File: src/design/goc_pkg.sv
// Shared types, constants and helper functions for the occupancy grid lookup.
// No dependencies; every other design file except goc_ram imports this package.
`timescale 1ns / 1ps

package goc_pkg;

    // Serial divider sizing: numerator 2*|diff|+|pitch| < 2^34, divisor 2*|pitch| <= 2^28.
    localparam int DIV_NW = 34;
    localparam int DIV_DW = 29;
    localparam int DIV_CW = 6;

    localparam int CFG_IDX_W  = 3;
    localparam int CFG_DATA_W = 32;

    localparam logic [CFG_IDX_W-1:0] REG_LNG_ORIGIN = 3'd0;
    localparam logic [CFG_IDX_W-1:0] REG_LAT_ORIGIN = 3'd1;
    localparam logic [CFG_IDX_W-1:0] REG_LNG_PITCH  = 3'd2;
    localparam logic [CFG_IDX_W-1:0] REG_LAT_PITCH  = 3'd3;
    localparam logic [CFG_IDX_W-1:0] REG_COL_COUNT  = 3'd4;
    localparam logic [CFG_IDX_W-1:0] REG_ROW_COUNT  = 3'd5;

    localparam logic [1:0] MODE_WRITE  = 2'd0;
    localparam logic [1:0] MODE_CELL   = 2'd1;
    localparam logic [1:0] MODE_COORD  = 2'd2;
    localparam logic [1:0] MODE_UNUSED = 2'd3;

    localparam int CELL_POS_LIM = 32767;
    localparam int CELL_NEG_LIM = 32768;

    localparam int QUEUE_DEPTH = 2;
    localparam int QPTR_W      = $clog2(QUEUE_DEPTH);
    localparam int QCNT_W      = $clog2(QUEUE_DEPTH + 1);

    typedef struct packed {
        logic signed [31:0] lng_origin;
        logic signed [30:0] lat_origin;
        logic signed [27:0] lng_pitch;
        logic signed [27:0] lat_pitch;
        logic [8:0]         col_count;
        logic [8:0]         row_count;
    } t_cfg;

    // One classified operation handed from the front end to the grid back end.
    typedef struct packed {
        logic               is_write;
        logic               bit_val;
        logic               valid;
        logic signed [15:0] col;
        logic signed [15:0] row;
    } t_cell_op;

    typedef struct packed {
        logic               strobe;
        logic               blocked;
        logic               on_grid;
        logic signed [15:0] col;
        logic signed [15:0] row;
    } t_result;

    typedef struct packed {
        logic [DIV_NW-1:0] num;
        logic [DIV_DW-1:0] den;
        logic              neg;
        logic              valid;
    } t_axis;

    // Operands for round(diff/pitch) half away from zero: (2|d| + |p|) / (2|p|).
    function automatic t_axis axis_setup(input logic signed [32:0] diff,
                                         input logic signed [27:0] pitch);
        logic [32:0] ad;
        logic [27:0] ap;
        t_axis       a;
        ad      = diff[32] ? 33'(-diff) : 33'(diff);
        ap      = pitch[27] ? 28'(-pitch) : 28'(pitch);
        a.num   = {ad, 1'b0} + DIV_NW'(ap);
        a.den   = {ap, 1'b0};
        a.neg   = diff[32] ^ pitch[27];
        a.valid = (pitch != '0);
        return a;
    endfunction

    // Applies the sign and clamps the magnitude to the 16-bit cell range.
    function automatic logic signed [15:0] sat_cell(input logic [DIV_NW-1:0] quo,
                                                    input logic neg);
        logic [16:0] mag;
        logic [15:0] res;
        mag = '0;
        if (neg) begin
            mag = (quo > DIV_NW'(CELL_NEG_LIM)) ? 17'(CELL_NEG_LIM) : quo[16:0];
            res = 16'(17'd0 - mag);
        end else begin
            res = (quo > DIV_NW'(CELL_POS_LIM)) ? 16'(CELL_POS_LIM) : quo[15:0];
        end
        return $signed(res);
    endfunction

endpackage

File: src/design/goc_fifo.sv
// Short queue of cell operations between the front end and the grid back end.
// Depends on goc_pkg.
`timescale 1ns / 1ps

module goc_fifo
    import goc_pkg::*;
(
    input  logic     i_clk,
    input  logic     i_rst_n,
    input  logic     i_push,
    input  t_cell_op i_op,
    input  logic     i_pop,
    output logic     o_full,
    output logic     o_empty,
    output t_cell_op o_op
);

    t_cell_op          r_mem [QUEUE_DEPTH];
    logic [QPTR_W-1:0] r_wptr;
    logic [QPTR_W-1:0] r_rptr;
    logic [QCNT_W-1:0] r_count;

    // The depth is a power of two, so the pointers wrap on their own.
    always_ff @(posedge i_clk) begin
        if (!i_rst_n) begin
            r_wptr  <= '0;
            r_rptr  <= '0;
            r_count <= '0;
        end else begin
            if (i_push) begin
                r_mem[r_wptr] <= i_op;
                r_wptr        <= r_wptr + 1'b1;
            end
            if (i_pop) begin
                r_rptr <= r_rptr + 1'b1;
            end
            if (i_push && !i_pop) begin
                r_count <= r_count + 1'b1;
            end else if (i_pop && !i_push) begin
                r_count <= r_count - 1'b1;
            end
        end
    end

    assign o_full  = (r_count == QCNT_W'(QUEUE_DEPTH));
    assign o_empty = (r_count == '0);
    assign o_op    = r_mem[r_rptr];

endmodule

File: config.mk
export PLATFORM = sky130hd
export DESIGN_NAME = goc_fifo
export DESIGN_NICKNAME = d
export VERILOG_FILES = /design/src/design/goc_pkg.sv /design/src/design/goc_fifo.sv
export SDC_FILE = /design/constraint.sdc
export NUM_CORES = 1
export LEC_CHECK = 0
export BUFFER_PORTS_ARGS = -buffer_cell sky130_fd_sc_hd__buf_4
export CORE_MARGIN = 2
export CORE_UTILIZATION = 55
export CTS_CLUSTER_SIZE = 20
export DETAILED_ROUTE_END_ITERATION = 8
export MAX_ROUTING_LAYER = met4
export PLACE_DENSITY = 0.92
export SLEW_MARGIN = 10
export SYNTH_ARGS = -nofsm -noshare
export SYNTH_HDL_FRONTEND = slang
export SYNTH_SLANG_ARGS = --single-unit
export TNS_END_PERCENT = 50
File: constraint.sdc
create_clock -name i_clk -period 4.5 [get_ports i_clk]
set_clock_uncertainty 0.05 [all_clocks]
set_input_delay 0.9 -clock i_clk [delete_from_list [all_inputs] [get_ports i_clk]]
set_output_delay 0.9 -clock i_clk [all_outputs]
set_load 0.01 [all_outputs]
Word-level counts from Yosys, hierarchy flattened

Memories as Yosys holds them, arrays and structs flattened. A register that Yosys moved wholly into a read port is not among the register bits.
Cells that the tools add are included.

Register bits: 4
Bits in latches: 0
Bits in writable memories: 70
Memory bits (read-only): 0
Bits of input ports: 39
Output and inout port bits: 37
Word-level logic and storage cells: 22
Memories kept: 1

Add/sub/neg operators: 4
Multipliers: 0
Divide/modulo/power cells: 0
Order comparisons: 0
Equal/unequal tests: 1
Shift-type cells: 0
Muxes and demuxes: 7
Bitwise operators: 0
Reductions and logical operators: 6

Memories:

| name  | words | width | read ports | clocked after Yosys merged registers in | write ports | RTL line       | RTL |
|---|---|---|---|---|---|---|---|
| r_mem | 2     | 35    | 1          | 1                                       | 1           | goc_fifo.sv:18 | `t_cell_op r_mem [QUEUE_DEPTH];` |

Operators with widths:

| kind                                                               | count |
|---|---|
| 1-bit 2-to-1 mux                                                   | 5 |
| 2-bit 2-to-1 mux                                                   | 2 |
| 1-bit adder, second input constant                                 | 2 |
| 2-bit by 1-bit adder with 2-bit output, second input constant      | 1 |
| 2-bit equality test, second input constant                         | 1 |
| 1-bit logical AND                                                  | 2 |
| 1-bit logical NOT                                                  | 2 |
| 2-bit logical NOT                                                  | 1 |
| 2-bit nonzero test                                                 | 1 |
| 2-bit by 1-bit subtractor with 2-bit output, second input constant | 1 |

Depth between registers and ports, before layout

Depth in word-level cells: 4
Mapped depth: 5
Depth with buffers taken out: 5

Worst setup path before layout

Ideal clock, no wire load.

Kind: input port to flip-flop
Start: input i_rst_n
End: memory r_mem[0][0] (netlist bit), enable pin
Setup time: 428 ps
Arrival: 2,434 ps
Required time: 4,022 ps
Path slack: 1,588 ps
Stages: 2
Path buffers: 0
Cells stage by stage: nand2_1 > nor2_1

Longest elaborated chain between the ends: 2

RTL lines:

| what                                   | RTL line       | RTL |
|---|---|---|
| start: declaration                     | goc_fifo.sv:9  | `input logic i_rst_n,` |
| 1-bit 2-to-1 mux                       | goc_fifo.sv:25 | `if (!i_rst_n) begin` |
| 1-bit 2-to-1 mux (implied by the code) | goc_fifo.sv:31 | `r_mem[r_wptr] <= i_op;` |
| end: declaration                       | goc_fifo.sv:18 |  |

No other way between the ends.

==> impl_metrics.yaml <==
outcome:
  status: "finished, final reports clean"
die:
  dieArea_um2: 5570
  fp-row-count: 25
  start_util: 0.577
  core_um2: 4750
  io-pin-count: 76
  die_x_um: 74.7
  fp.dieH_um: 74.7
cells_and_area:
  area.growth.synth_to_final_pct: 30.9
  regArea_um2: 2200
  fillers: 307
  multi_input_area_um2: 519
  drive_gt1_frac: 0.579
  antenna_cells: 0
  fin_nets: 256
place:
  port_buffers: 75
  place_congestion: 0.671
  place_ws_ns: 1.90
  dp.final_hpwl_um: 3150
min_path:
  min_path_type: "reg2reg"
  min_delay_worst_endpoint: "r_count[1]$_SDFFE_PN0P_"
  hold_depth: 2
  min_from: "r_count[1]$_SDFFE_PN0P_"
grt:
  grt_max_degree: 36
  grt_use_total: 0.187
  grt-ovfl-total: 0
  grt_first_pass_wirelength_um: 6840
  antenna_found_initial: 0
  grt_pass1_vias: 1418
setup_path:
  end_kind: "output port"
  timing.rr.start: "r_wptr$_SDFFE_PN0P_"
  reg2reg_depth: 1
  cp-start-kind: "flip-flop"
  path_max_fanout: 21
  arrival_ns: 2.02
  crit_path_frequent_cell: "buf_4"
  crit_slowest_cell: "dfxtp_1"
  reg2reg_to: "r_mem[0][9]$_DFFE_PP_"
  crit_chain: "buf_4 -> mux2_2 -> buf_4"
  critPathTopFamily: "flip-flops"
  critical_path_class: "reg2out"
  cp_data_required_time_ns: 3.55
  r2r_slack_ns: 2.91
  crit_buf_inv: 2
  slowest_delay_ns: 0.73
  path_depth: 3
timing:
  setup_viol: 0
  slew-limit-headroom: 0.329
  hold_violations: 0
  timing.final.crit_share: 0.659
  layout_min_cycle_time_ns: 2.97
  setup_tns_ns: 0
  tightest_slew_ns: 1.00
  slew_violations: 0
  rsz0062_at_grt: "false"
  fin_ws_ns: 1.53
  fmax_ghz: 0.337
power_and_ir_drop:
  power_density_nw_per_um2: 421
  ir_worst_vdd_uv: 282
  p_leak_nw: 1.36
drt:
  vias_per_cell: 5.00
  firstDrtPassIters: 4
  route.detailed.drc: 0
  dr_total_vias: 1441
  first_iter_violations: 72
  routedWlPerCell_um: 16.8
  postRouteAntennaNets: 0
  totalWireLength_um: 4830
synth:
  yosys.cell_types.count: 17
  seq_area_frac_synth: 0.802
  synth_top_flop_cell: "edfxtp_1"
  synthTopCellsByArea: "edfxtp_1 77%, mux2_2 14%, dfxtp_1 3.6%"
  synth_common_cells: "70 x edfxtp_1, 35 x mux2_2, 5 x dfxtp_1, 4 x and2_1"
  synth.largest_area_cell: "edfxtp_1"
  synth.cell_area_um2: 2750
  synth.most_common_cell: "edfxtp_1"
  netlist.area_leader.share: 0.766
  synth_seq_cells: 75
  synth.avg_cell_area_um2: 20.8
  syn_inst: 132
  synth_edf_count: 70
  yosysWarnings: 0
  synth_nets: 172
  async_flop_share: 0
cts:
  clockBufferDepth: 2
  cts_tree: "done"
  cts.repair.resized: 0
  h-tree-depth: 3
  cts_hold_buffers: 0
  clockRootBuffer: "clkbuf_8"
  cts_sinks: 75
  post-cts-setup-buffers: 0
  cts_buffers: 9
  clkTransAtPathRegs_ns: 0.07
  clkLatencyLatePin_ns: 0.33
run:
  drv_cap: 0
==> stage by stage <==
step           instances  hold slack [ns]  instance area [um^2]  power (mW)  utilization
6_report             288            0.475                  3590        1.51        0.756
5_1_grt              288            0.509                  3590        1.56        0.756
4_1_cts              288            0.476                  3590        1.52        0.756
3_5_place_dp         272            0.462                  3390       0.996        0.712
3_3_place_gp         272            0.434                  3390       0.989        0.712
2_1_floorplan        132            0.416                  2750       0.906            -
==> routing by layer <==
layer,up-vias,share of wire,track usage
met1,708,0.39,0.197
met3,5,0.068,0.0843
met5,-,0,-
met4,0,0.017,0.0813
li1,675,-,-
met2,53,0.53,0.304
==> how the worst max path moves through the flow <==
stage | start | end | slack [ns]
after floorplan | i_rst_n | r_mem[0][0]$_DFFE_PP_ | 1.59
after global placement | flip-flop | o_op[26] | 1.92
after detailed placement | flip-flop | o_op[20] | 1.90
after CTS | flip-flop | o_op[24] | 1.50
after global routing | flip-flop | o_op[24] | 1.39
final | flip-flop | o_op[20] | 1.53
==> where the power goes <==
group | switching [mW] | internal, mW | total, mW
Sequential | 0.0148 | 0.795 | 0.810
Clock | 0.227 | 0.305 | 0.533
Combinational | 0.0717 | 0.0972 | 0.169
==> final cells by class <==
| cell class | instances | share of cell area |
|---|---|---|
| multi-input cells | 52 | 0.144 |
| repair buffers | 77 | 0.161 |
| well taps | 67 | 0.0233 |
| clock inverters | 7 | 0.0230 |
| clock buffers | 9 | 0.0345 |
| flip-flops and latches | 75 | 0.613 |
| inverters | 1 | 0.00104 |
==> placed cells by master, fill, tap and decap left out <==
| cell | instances |
|---|---|
| ha_1 | 1 |
| clkinv_1 | 2 |
| nor2_1 | 1 |
| and2b_2 | 1 |
| nor2_4 | 1 |
| buf_4 | 77 |
| clkinv_2 | 3 |
| clkbuf_8 | 9 |
| edfxtp_1 | 70 |
| xor2_1 | 3 |
| nand2_1 | 1 |
| and3_1 | 1 |
| bufinv_16 | 2 |
| mux2_2 | 35 |
| a21boi_1 | 1 |
| and2_1 | 4 |
| inv_1 | 1 |
| xnor2_1 | 1 |
| o21ai_0 | 1 |
| or3_1 | 1 |
| dfxtp_1 | 5 |
==> kinds of logic after synthesis <==
kind of cell,after synthesis,share of synthesized area
AND/OR/NAND/NOR,10,0.0210
flip-flops,75,0.802
adder cells (fa/ha/maj),1,0.00456
multiplexers,35,0.144
AO/OA/AOI/OAI,2,0.00456
buffers and inverters,5,0.0114
XOR/XNOR,4,0.0128
==> flip-flops by register name, summed over array words and instances, names as in the netlist, named ones only <==
register,flops
r_mem,70
r_count,2
r_rptr,1
r_wptr,1
(Power assumes the default switching activity.)
