===== src/design/goc_pkg.sv =====
// Shared types, constants and helper functions for the occupancy grid lookup.
// No dependencies; every other design file except goc_ram imports this package.
`timescale 1ns / 1ps

package goc_pkg;

    // Serial divider sizing: numerator 2*|diff|+|pitch| < 2^34, divisor 2*|pitch| <= 2^28.
    localparam int DIV_NW = 34;
    localparam int DIV_DW = 29;
    localparam int DIV_CW = 6;

    localparam int CFG_IDX_W  = 3;
    localparam int CFG_DATA_W = 32;

    localparam logic [CFG_IDX_W-1:0] REG_LNG_ORIGIN = 3'd0;
    localparam logic [CFG_IDX_W-1:0] REG_LAT_ORIGIN = 3'd1;
    localparam logic [CFG_IDX_W-1:0] REG_LNG_PITCH  = 3'd2;
    localparam logic [CFG_IDX_W-1:0] REG_LAT_PITCH  = 3'd3;
    localparam logic [CFG_IDX_W-1:0] REG_COL_COUNT  = 3'd4;
    localparam logic [CFG_IDX_W-1:0] REG_ROW_COUNT  = 3'd5;

    localparam logic [1:0] MODE_WRITE  = 2'd0;
    localparam logic [1:0] MODE_CELL   = 2'd1;
    localparam logic [1:0] MODE_COORD  = 2'd2;
    localparam logic [1:0] MODE_UNUSED = 2'd3;

    localparam int CELL_POS_LIM = 32767;
    localparam int CELL_NEG_LIM = 32768;

    localparam int QUEUE_DEPTH = 2;
    localparam int QPTR_W      = $clog2(QUEUE_DEPTH);
    localparam int QCNT_W      = $clog2(QUEUE_DEPTH + 1);

    typedef struct packed {
        logic signed [31:0] lng_origin;
        logic signed [30:0] lat_origin;
        logic signed [27:0] lng_pitch;
        logic signed [27:0] lat_pitch;
        logic [8:0]         col_count;
        logic [8:0]         row_count;
    } t_cfg;

    // One classified operation handed from the front end to the grid back end.
    typedef struct packed {
        logic               is_write;
        logic               bit_val;
        logic               valid;
        logic signed [15:0] col;
        logic signed [15:0] row;
    } t_cell_op;

    typedef struct packed {
        logic               strobe;
        logic               blocked;
        logic               on_grid;
        logic signed [15:0] col;
        logic signed [15:0] row;
    } t_result;

    typedef struct packed {
        logic [DIV_NW-1:0] num;
        logic [DIV_DW-1:0] den;
        logic              neg;
        logic              valid;
    } t_axis;

    // Operands for round(diff/pitch) half away from zero: (2|d| + |p|) / (2|p|).
    function automatic t_axis axis_setup(input logic signed [32:0] diff,
                                         input logic signed [27:0] pitch);
        logic [32:0] ad;
        logic [27:0] ap;
        t_axis       a;
        ad      = diff[32] ? 33'(-diff) : 33'(diff);
        ap      = pitch[27] ? 28'(-pitch) : 28'(pitch);
        a.num   = {ad, 1'b0} + DIV_NW'(ap);
        a.den   = {ap, 1'b0};
        a.neg   = diff[32] ^ pitch[27];
        a.valid = (pitch != '0);
        return a;
    endfunction

    // Applies the sign and clamps the magnitude to the 16-bit cell range.
    function automatic logic signed [15:0] sat_cell(input logic [DIV_NW-1:0] quo,
                                                    input logic neg);
        logic [16:0] mag;
        logic [15:0] res;
        mag = '0;
        if (neg) begin
            mag = (quo > DIV_NW'(CELL_NEG_LIM)) ? 17'(CELL_NEG_LIM) : quo[16:0];
            res = 16'(17'd0 - mag);
        end else begin
            res = (quo > DIV_NW'(CELL_POS_LIM)) ? 16'(CELL_POS_LIM) : quo[15:0];
        end
        return $signed(res);
    endfunction

endpackage


===== src/design/goc_div.sv =====
// Restoring unsigned divider, one quotient bit per cycle.
// Depends on goc_pkg for operand widths.
`timescale 1ns / 1ps

module goc_div
    import goc_pkg::*;
(
    input  logic              i_clk,
    input  logic              i_rst_n,
    input  logic              i_start,
    input  logic [DIV_NW-1:0] i_num,
    input  logic [DIV_DW-1:0] i_den,
    output logic              o_busy,
    output logic [DIV_NW-1:0] o_quo
);

    logic [DIV_NW-1:0] r_num;
    logic [DIV_DW-1:0] r_rem;
    logic [DIV_DW-1:0] r_den;
    logic [DIV_CW-1:0] r_cnt;
    logic              r_busy;
    logic [DIV_DW:0]   w_trial;
    logic              w_fit;

    assign w_trial = {r_rem, r_num[DIV_NW-1]};
    assign w_fit   = (w_trial >= {1'b0, r_den});

    // The numerator shifts out at the top while quotient bits shift in at the bottom.
    always_ff @(posedge i_clk) begin
        if (!i_rst_n) begin
            r_busy <= 1'b0;
            r_cnt  <= '0;
        end else if (i_start) begin
            r_busy <= 1'b1;
            r_cnt  <= DIV_CW'(DIV_NW);
            r_num  <= i_num;
            r_den  <= i_den;
            r_rem  <= '0;
        end else if (r_busy) begin
            r_num <= {r_num[DIV_NW-2:0], w_fit};
            r_rem <= w_fit ? DIV_DW'(w_trial - {1'b0, r_den}) : w_trial[DIV_DW-1:0];
            r_cnt <= r_cnt - 1'b1;
            if (r_cnt == DIV_CW'(1)) begin
                r_busy <= 1'b0;
            end
        end
    end

    assign o_busy = r_busy;
    assign o_quo  = r_num;

endmodule


===== src/design/goc_front.sv =====
// Front end: takes input beats, classifies them and turns coordinates into cells.
// Depends on goc_pkg and goc_div.
`timescale 1ns / 1ps

module goc_front
    import goc_pkg::*;
(
    input  logic               i_clk,
    input  logic               i_rst_n,
    input  t_cfg               i_cfg,
    input  logic               i_accept,
    input  logic [1:0]         i_mode,
    input  logic signed [15:0] i_cell_col,
    input  logic signed [15:0] i_cell_row,
    input  logic               i_cell_blocked,
    input  logic signed [31:0] i_coord_lng,
    input  logic signed [30:0] i_coord_lat,
    input  logic               i_full,
    output logic               o_idle,
    output logic               o_push,
    output t_cell_op           o_op
);

    typedef enum logic [1:0] {
        S_IDLE,
        S_DIV,
        S_PUSH
    } t_state;

    t_state            r_state;
    t_cell_op          r_op;
    logic              r_neg_lng;
    logic              r_neg_lat;
    logic              r_vld_lng;
    logic              r_vld_lat;
    logic signed [32:0] w_dlng;
    logic signed [32:0] w_dlat;
    t_axis             w_ax_lng;
    t_axis             w_ax_lat;
    logic              w_div_start;
    logic              w_lng_busy;
    logic              w_lat_busy;
    logic [DIV_NW-1:0] w_lng_quo;
    logic [DIV_NW-1:0] w_lat_quo;

    assign w_dlng = $signed({i_coord_lng[31], i_coord_lng})
                  - $signed({i_cfg.lng_origin[31], i_cfg.lng_origin});
    assign w_dlat = $signed({{2{i_coord_lat[30]}}, i_coord_lat})
                  - $signed({{2{i_cfg.lat_origin[30]}}, i_cfg.lat_origin});

    assign w_ax_lng    = axis_setup(w_dlng, i_cfg.lng_pitch);
    assign w_ax_lat    = axis_setup(w_dlat, i_cfg.lat_pitch);
    assign w_div_start = (r_state == S_IDLE) && i_accept && (i_mode == MODE_COORD);

    goc_div u_div_lng (
        .i_clk   (i_clk),
        .i_rst_n (i_rst_n),
        .i_start (w_div_start),
        .i_num   (w_ax_lng.num),
        .i_den   (w_ax_lng.den),
        .o_busy  (w_lng_busy),
        .o_quo   (w_lng_quo)
    );

    goc_div u_div_lat (
        .i_clk   (i_clk),
        .i_rst_n (i_rst_n),
        .i_start (w_div_start),
        .i_num   (w_ax_lat.num),
        .i_den   (w_ax_lat.den),
        .o_busy  (w_lat_busy),
        .o_quo   (w_lat_quo)
    );

    always_ff @(posedge i_clk) begin
        if (!i_rst_n) begin
            r_state <= S_IDLE;
        end else begin
            unique case (r_state)
                S_IDLE: begin
                    if (i_accept) begin
                        priority if (i_mode == MODE_COORD) begin
                            r_neg_lng <= w_ax_lng.neg;
                            r_neg_lat <= w_ax_lat.neg;
                            r_vld_lng <= w_ax_lng.valid;
                            r_vld_lat <= w_ax_lat.valid;
                            r_state   <= S_DIV;
                        end else if (i_mode == MODE_WRITE || i_mode == MODE_CELL) begin
                            r_op.is_write <= (i_mode == MODE_WRITE);
                            r_op.bit_val  <= i_cell_blocked;
                            r_op.valid    <= 1'b1;
                            r_op.col      <= i_cell_col;
                            r_op.row      <= i_cell_row;
                            r_state       <= S_PUSH;
                        end else begin
                            // The unused mode is dropped without a result.
                            r_state <= S_IDLE;
                        end
                    end
                end
                S_DIV: begin
                    if (!w_lng_busy && !w_lat_busy) begin
                        r_op.is_write <= 1'b0;
                        r_op.bit_val  <= 1'b0;
                        r_op.valid    <= r_vld_lng && r_vld_lat;
                        r_op.col      <= r_vld_lng ? sat_cell(w_lng_quo, r_neg_lng) : '0;
                        r_op.row      <= r_vld_lat ? sat_cell(w_lat_quo, r_neg_lat) : '0;
                        r_state       <= S_PUSH;
                    end
                end
                S_PUSH: begin
                    if (!i_full) begin
                        r_state <= S_IDLE;
                    end
                end
                default: r_state <= S_IDLE;
            endcase
        end
    end

    assign o_idle = (r_state == S_IDLE);
    assign o_push = (r_state == S_PUSH) && !i_full;
    assign o_op   = r_op;

endmodule


===== config.mk =====
export PLATFORM = sky130hd
export DESIGN_NAME = goc_front
export DESIGN_NICKNAME = d
export VERILOG_FILES = /design/src/design/goc_pkg.sv /design/src/design/goc_div.sv /design/src/design/goc_front.sv
export SDC_FILE = /design/constraint.sdc
export NUM_CORES = 1
export LEC_CHECK = 0
export BUFFER_PORTS_ARGS = -buffer_cell sky130_fd_sc_hd__buf_2
export CAP_MARGIN = 20
export CORE_ASPECT_RATIO = 1.75
export CORE_UTILIZATION = 50
export DETAILED_ROUTE_END_ITERATION = 12
export PLACE_DENSITY = 0.7
export SYNTH_ARGS = -nofsm -noshare
export SYNTH_HDL_FRONTEND = slang
export SYNTH_SLANG_ARGS = --single-unit

===== constraint.sdc =====
create_clock -name i_clk -period 7.43 [get_ports i_clk]
set_input_delay 0.743 -clock i_clk [delete_from_list [all_inputs] [get_ports i_clk]]
set_output_delay 0.743 -clock i_clk [all_outputs]
set_load 0.01 [all_outputs]

### After elaboration in Yosys (flattened, before gate mapping)

Cells that the tools add are included.
W data, S select, Z words.

* add/subtract/negate cells: 14
* $lt $le $gt $ge: 6
* equality and inequality tests: 11
* mux-type cells: 41
* bitwise gates (word level): 3
* reductions and logical operators: 23

Operator list (number)
* $mux W35: 4
* $mux W34: 4
* $mux W16: 8
* $mux W29: 4
* $pmux W35 S2: 1
* $add A34 B28 Y34: 2
* $gt A34 B15 Y1 const B: 2
* $gt A34 B16 Y1 const B: 2
* $mux W33: 2
* $ge A30 B29 Y1: 2
* $sub A29 B29 Y29: 2
* $mux W28: 2
* $neg A28 Y28: 2
* $reduce_bool A28 Y1: 2
* $neg A32 Y33: 1
* $neg A33 Y33: 1
* $sub A32 B32 Y33: 1
* $sub A1 B16 Y16 const A: 2
* $sub A31 B31 Y32: 1
* $mux W6: 4
* $eq A6 B1 Y1 const B: 2
* $sub A6 B1 Y6 const B: 2
* $mux W2: 5
* $ne A2 B2 Y1 const B: 4
* other kinds (17): 36

* register bits after elaboration: 237
* input bits: 239
* output and inout bits: 37
* word-level logic and storage cells: 120

### Depth between registers and ports, before layout

* depth after elaboration: 7
* depth in mapped cells: 29
* depth with buffers taken out: 27

### Modules after synthesis

Synthesis repeated with hierarchy kept, for this count alone.

* cells, all modules: 2791
* area total of the unflattened synthesis: 23667.7 um^2

Modules (own cells, without submodules)
* goc_front: times used 1, cells an instance 1785, area an instance 12416.9 um^2, sequential area each 1211.2 um^2
* goc_div: times used 2, cells an instance 503, area an instance 5625.4 um^2, sequential area each 2902.8 um^2

### Least setup slack after synthesis

Ideal clock, no wire load.

* kind: input port to flip-flop
* start point: in i_cfg[80] (netlist bit)
* end point: reg u_div_lat.r_num[30] (netlist: u_div_lat.o_quo[30]) (data pin)
* setup time: 0.263 ns
* data arrival time: 6.554 ns
* data required time: 7.167 ns
* setup slack: 0.613 ns
* stages: 28
* buffers on the path: 3
* cells stage by stage: inv_1 -> ha_1 -> buf_2 -> nand3_1 -> o211ai_1 -> o21ai_0 -> a21oi_1 -> o211ai_1 -> nand3b_1 -> nand2_1 -> o21ai_1 -> clkbuf_1 -> buf_1 -> nor2_1 -> xor2_1 -> ha_1 -> or4_1 -> o211a_1 -> o31ai_1 -> a31oi_1 -> a41o_1 -> o41a_1 -> a221oi_1 -> nand4b_1 -> o41a_1 -> o41ai_1 -> xnor2_1 -> o21ai_1

* word-level cells in the longest chain between the ends: 5

RTL lines
* from (decl): RTL line goc_front.sv:10 `input t_cfg i_cfg,`
* $sub A31 B31 Y32 *: RTL line goc_front.sv:49 `- $signed({{2{i_cfg.lat_origin[30]}}, i_cfg.lat_origin});`
* $neg A32 Y33: RTL line goc_pkg.sv:73 `ad = diff[32] ? 33'(-diff) : 33'(diff);`
* $mux W33 *: RTL line goc_pkg.sv:73
* $add A34 B28 Y34 *: RTL line goc_pkg.sv:75 `a.num = {ad, 1'b0} + DIV_NW'(ap);`
* $mux W34 *: RTL line goc_div.sv:33 `end else if (i_start) begin`
* to (signal assigned): RTL line goc_div.sv:36 `r_num <= i_num;`
* to (signal assigned): RTL line goc_div.sv:40 `r_num <= {r_num[DIV_NW-2:0], w_fit};`
* to (decl): RTL line goc_div.sv:17 `logic [DIV_NW-1:0] r_num;`

Mark *: on every way between the ends. The rest lies on a longest branch, timed or not.
A chain may end at the register's enable or synchronous reset.

### Final worst setup path

* start point: in i_coord_lat[0]
* end point: reg u_div_lat.r_num[30] (netlist: u_div_lat.o_quo[30]) (data pin)

* word-level cells in the longest chain between the ends: 5

RTL lines
* from (decl): RTL line goc_front.sv:17 `input logic signed [30:0] i_coord_lat,`
* $sub A31 B31 Y32 *: RTL line goc_front.sv:49
* $neg A32 Y33: RTL line goc_pkg.sv:73
* $mux W33 *: RTL line goc_pkg.sv:73
* $add A34 B28 Y34 *: RTL line goc_pkg.sv:75
* $mux W34 *: RTL line goc_div.sv:33

Marked as above.

==> results.md <==
* Final Cell Area at 0.0251 mm²
* Share of cells above drive strength 1 at 12.6%
* Pre-antenna DRT Iters at 7
* DP Wirelength at 52.3 mm
* Routed Antenna Nets at 0
* Max cap viols at 0
* Library cells used by synthesis at 93
* Routed via count at 20800
* Leak Pwr at 10.7 nW
* Critical path origin: i_coord_lat[0]
* Total track usage at 28.4%
* Yosys warning count at 0
* Tmin final at 6.64 ns
* Most frequent CP cell: nor2_1
* Worst skew pair latency at 0.56 ns
* # rows at 102
* IO Port Bufs at 257
* Total Wirelength at 65.2 mm
* DR iter-0 viols at 1181
* RSZ-0062 raised after global routing: no
* PwrDens at 204 mW/mm²
* CP arrival at 6.93 ns
* Wire per inst at 18.7 µm
* Final setup TNS at 0 ns
* Top Metal Used: met4
* Syn Area/Cell at 8.41 µm²
* CP max-delay cell: or4_1
* WP data required at 7.72 ns
* Total gr overflow at 0
* Clock Path Buffers at 3
* Hold Vio Cnt, Final at 0
* Max stage delay on crit path at 0.66 ns
* Worst Setup End Kind: flop
* Worst VDD drop at 0.150 mV
* HP Class: input pin to flop
* Root buf cell: clkbuf_16
* M1 WL at 22.3 mm
* Reg2Reg Capture Point: o_op[10]
* Vias in the first global route at 21000
* Starting density of the core at 50.6%
* Post-CTS resize count at 0
* Register area share after synthesis at 31.0%
* Met3 WL at 2.28 mm
* Clock slew at reported path FFs at 0.06 ns
* Post-CTS setup buffers at 0
* CTS tree: built
* Io pins at 276
* Post-Place Cell Area at 0.0243 mm²
* Largest net degree at the start of global routing at 70
* Mapped Nets at 3094
* CP max FO at 6
* Crit start category: input pin
* Final RePlAce weighted congestion at 0.986
* Post-place setup slack at 0.305 ns
* Final setup margin at 0.795 ns
* Mapped Cells at 2666
* Dominant synthesized flop cell: edfxtp_1
* Synth async-reset ratio at 0%
* Die H at 282 µm
* Mapped cell area at 0.0224 mm²
* Period utilisation layout at 89.3%
* Max_slew headroom at 32.8%
* TritonCTS Sinks at 237
* Nets at 3318
* Reg2Reg Launch Point: u_div_lat.o_quo[2]
* Via density at 5.98
* Number of flops mapped to enable cells by yosys at 221
* Max Clk Rate at 151 MHz
* Fin. max-slew vios at 0
* # setup viols final at 0
* Crit path to: u_div_lat.o_quo[30]
* Worst Tran Pin Value at 1.01 ns
* DIE AREA at 0.0457 mm²
* Core ar. at 0.0443 mm²
* R2R depth at 12
* Met2 WL at 35.7 mm
* DRC Markers at 0
* Die W at 162 µm
* Post-Route Skew at 0.0132 ns
* Initial antenna violation count at 0
* Hold-fix buffers at CTS at 0
* Worst setup path class: input pin to flop
* Yosys reg bits at 237
* Reg2Reg Setup Slack at 2.47 ns
* Cts bufs inserted at 25
* H-Tree Level Count at 1
* Global-route wire length before repair at 103 mm
* Layout Area Growth over Synthesis at 12.1%
* Final Core Density at 56.7%
* Result of the run: finished clean
[how the worst min path moves through the flow]
stage	from	end	slack (ns)	cells past startpoint
final	i_cfg[18]	u_div_lat.r_den[1]	0.43	1
after floorplan	u_div_lat.r_cnt[4]	u_div_lat.r_cnt[4]	0.51	2
after detailed placement	u_div_lat.o_quo[32]	u_div_lat.o_quo[33]	0.55	1
after CTS	i_cfg[18]	u_div_lat.r_den[1]	0.41	1
after global routing	i_cfg[18]	u_div_lat.r_den[1]	0.41	1
after global placement	u_div_lng.r_cnt[4]	u_div_lng.r_cnt[4]	0.52	2
[registers in the layout (all words and copies together), names as in the netlist]
name / cells
r_vld_lng: 1
r_state: 2
o_op: 35
r_neg_lat: 1
u_div_lng.r_rem: 29
u_div_lng.o_busy: 1
r_vld_lat: 1
u_div_lat.o_busy: 1
u_div_lat.o_quo: 34
u_div_lng.r_cnt: 6
u_div_lat.r_den: 28
u_div_lat.r_cnt: 6
u_div_lng.o_quo: 34
u_div_lat.r_rem: 29
r_neg_lng: 1
u_div_lng.r_den: 28
[power by group]
part	switching (mW)	internal (mW)
clock network	0.554	0.729
registers	0.0360	1.54
logic	1.35	0.902
[final cells by class]
class | count | area (µm²)
timing repair buffer | 283 | 1480
clock inverter | 15 | 175
clock buffer | 30 | 644
tap | 572 | 716
inverter | 189 | 709
multi-input combinational | 2154 | 14400
sequential | 237 | 6960
antenna | 2 | 5.00
fill | 4106 | 19200
[kinds of logic after synthesis]
family | synth area share (%)
xor+xnor | 9.89
simple gates | 19.9
fa+ha+maj | 10.8
mux | 1.43
buf+inv | 4.67
compound gates | 22.3
flops | 31.0
[per-stage QoR]
stage,hold WS [ns],cells,total power [mW]
6_report,0.433,3482,5.11
5_1_grt,0.407,3480,5.41
4_1_cts,0.408,3479,5.12
3_5_place_dp,0.550,3434,3.83
3_3_place_gp,0.525,3434,3.76
2_1_floorplan,0.507,2666,3.18
[worst max-delay path: cells and delay by family]
kind	cells	cell delay, ns
AO/OA/AOI/OAI	13	2.70
XOR/XNOR	2	0.58
adder cells (fa/ha/maj)	3	1.02
buffers and inverters	5	0.60
AND/OR/NAND/NOR	7	1.29
[layout by cell type, fill, tap and decap left out, drive strengths merged, types with 21 or more instances in the layout]
| master | n |
|---|---|
| o211ai | 22 |
| inv | 190 |
| clkbuf | 30 |
| a21oi | 191 |
| xor2 | 90 |
| o21bai | 26 |
| nor2b | 26 |
| nor3 | 44 |
| and2 | 31 |
| edfxtp | 221 |
| o31ai | 38 |
| o21ai | 222 |
| xnor2 | 163 |
| mux2i | 31 |
| o21a | 27 |
| nand2 | 277 |
| and3 | 26 |
| a21o | 69 |
| nand2b | 50 |
| buf | 283 |
| ha | 183 |
| a31oi | 26 |
| nand3 | 45 |
| or3 | 55 |
| a211oi | 24 |
| nor4 | 21 |
| nor2 | 227 |
| or4 | 27 |
[metal layers]
metal / global-route usage (%) / vias to the layer above
li1: - / 10200
met1: 26.9 / 9824
met2: 56.7 / 616
met3: 2.26 / 204
met4: 20.1 / 0
met5: 0 / -
[synth_stat cells (all sizes together) (7+ instances only)]
cell type	number	share of area, %
xor2	90	3.5
or4	27	0.90
and2	31	0.87
a211oi	24	0.86
a21o	69	2.3
nor2b	26	0.73
nand4	16	0.45
o211ai	22	0.74
inv	189	3.2
o21a	27	0.94
xnor2	163	6.4
o21bai	26	0.87
a311oi	7	0.33
ha	183	10
o21ai	222	5.0
clkbuf	75	1.3
o41ai	12	0.50
nor4	21	0.59
a21boi	14	0.47
or2	15	0.42
and4	7	0.27
or3	55	1.6
nand2	277	4.7
o2111ai	9	0.35
mux2i	31	1.4
o221ai	8	0.31
o31ai	38	1.3
buf	11	0.25
edfxtp	221	30
nand3b	9	0.30
a2111oi	7	0.28
nand3	45	1.0
dfxtp	16	1.4
and3	26	0.75
a221oi	9	0.35
a21oi	191	4.3
nand2b	50	1.4
nor3	44	1.0
nor2	227	3.8
a31oi	26	0.82
Note: power is estimated with default switching activity, not from simulation.
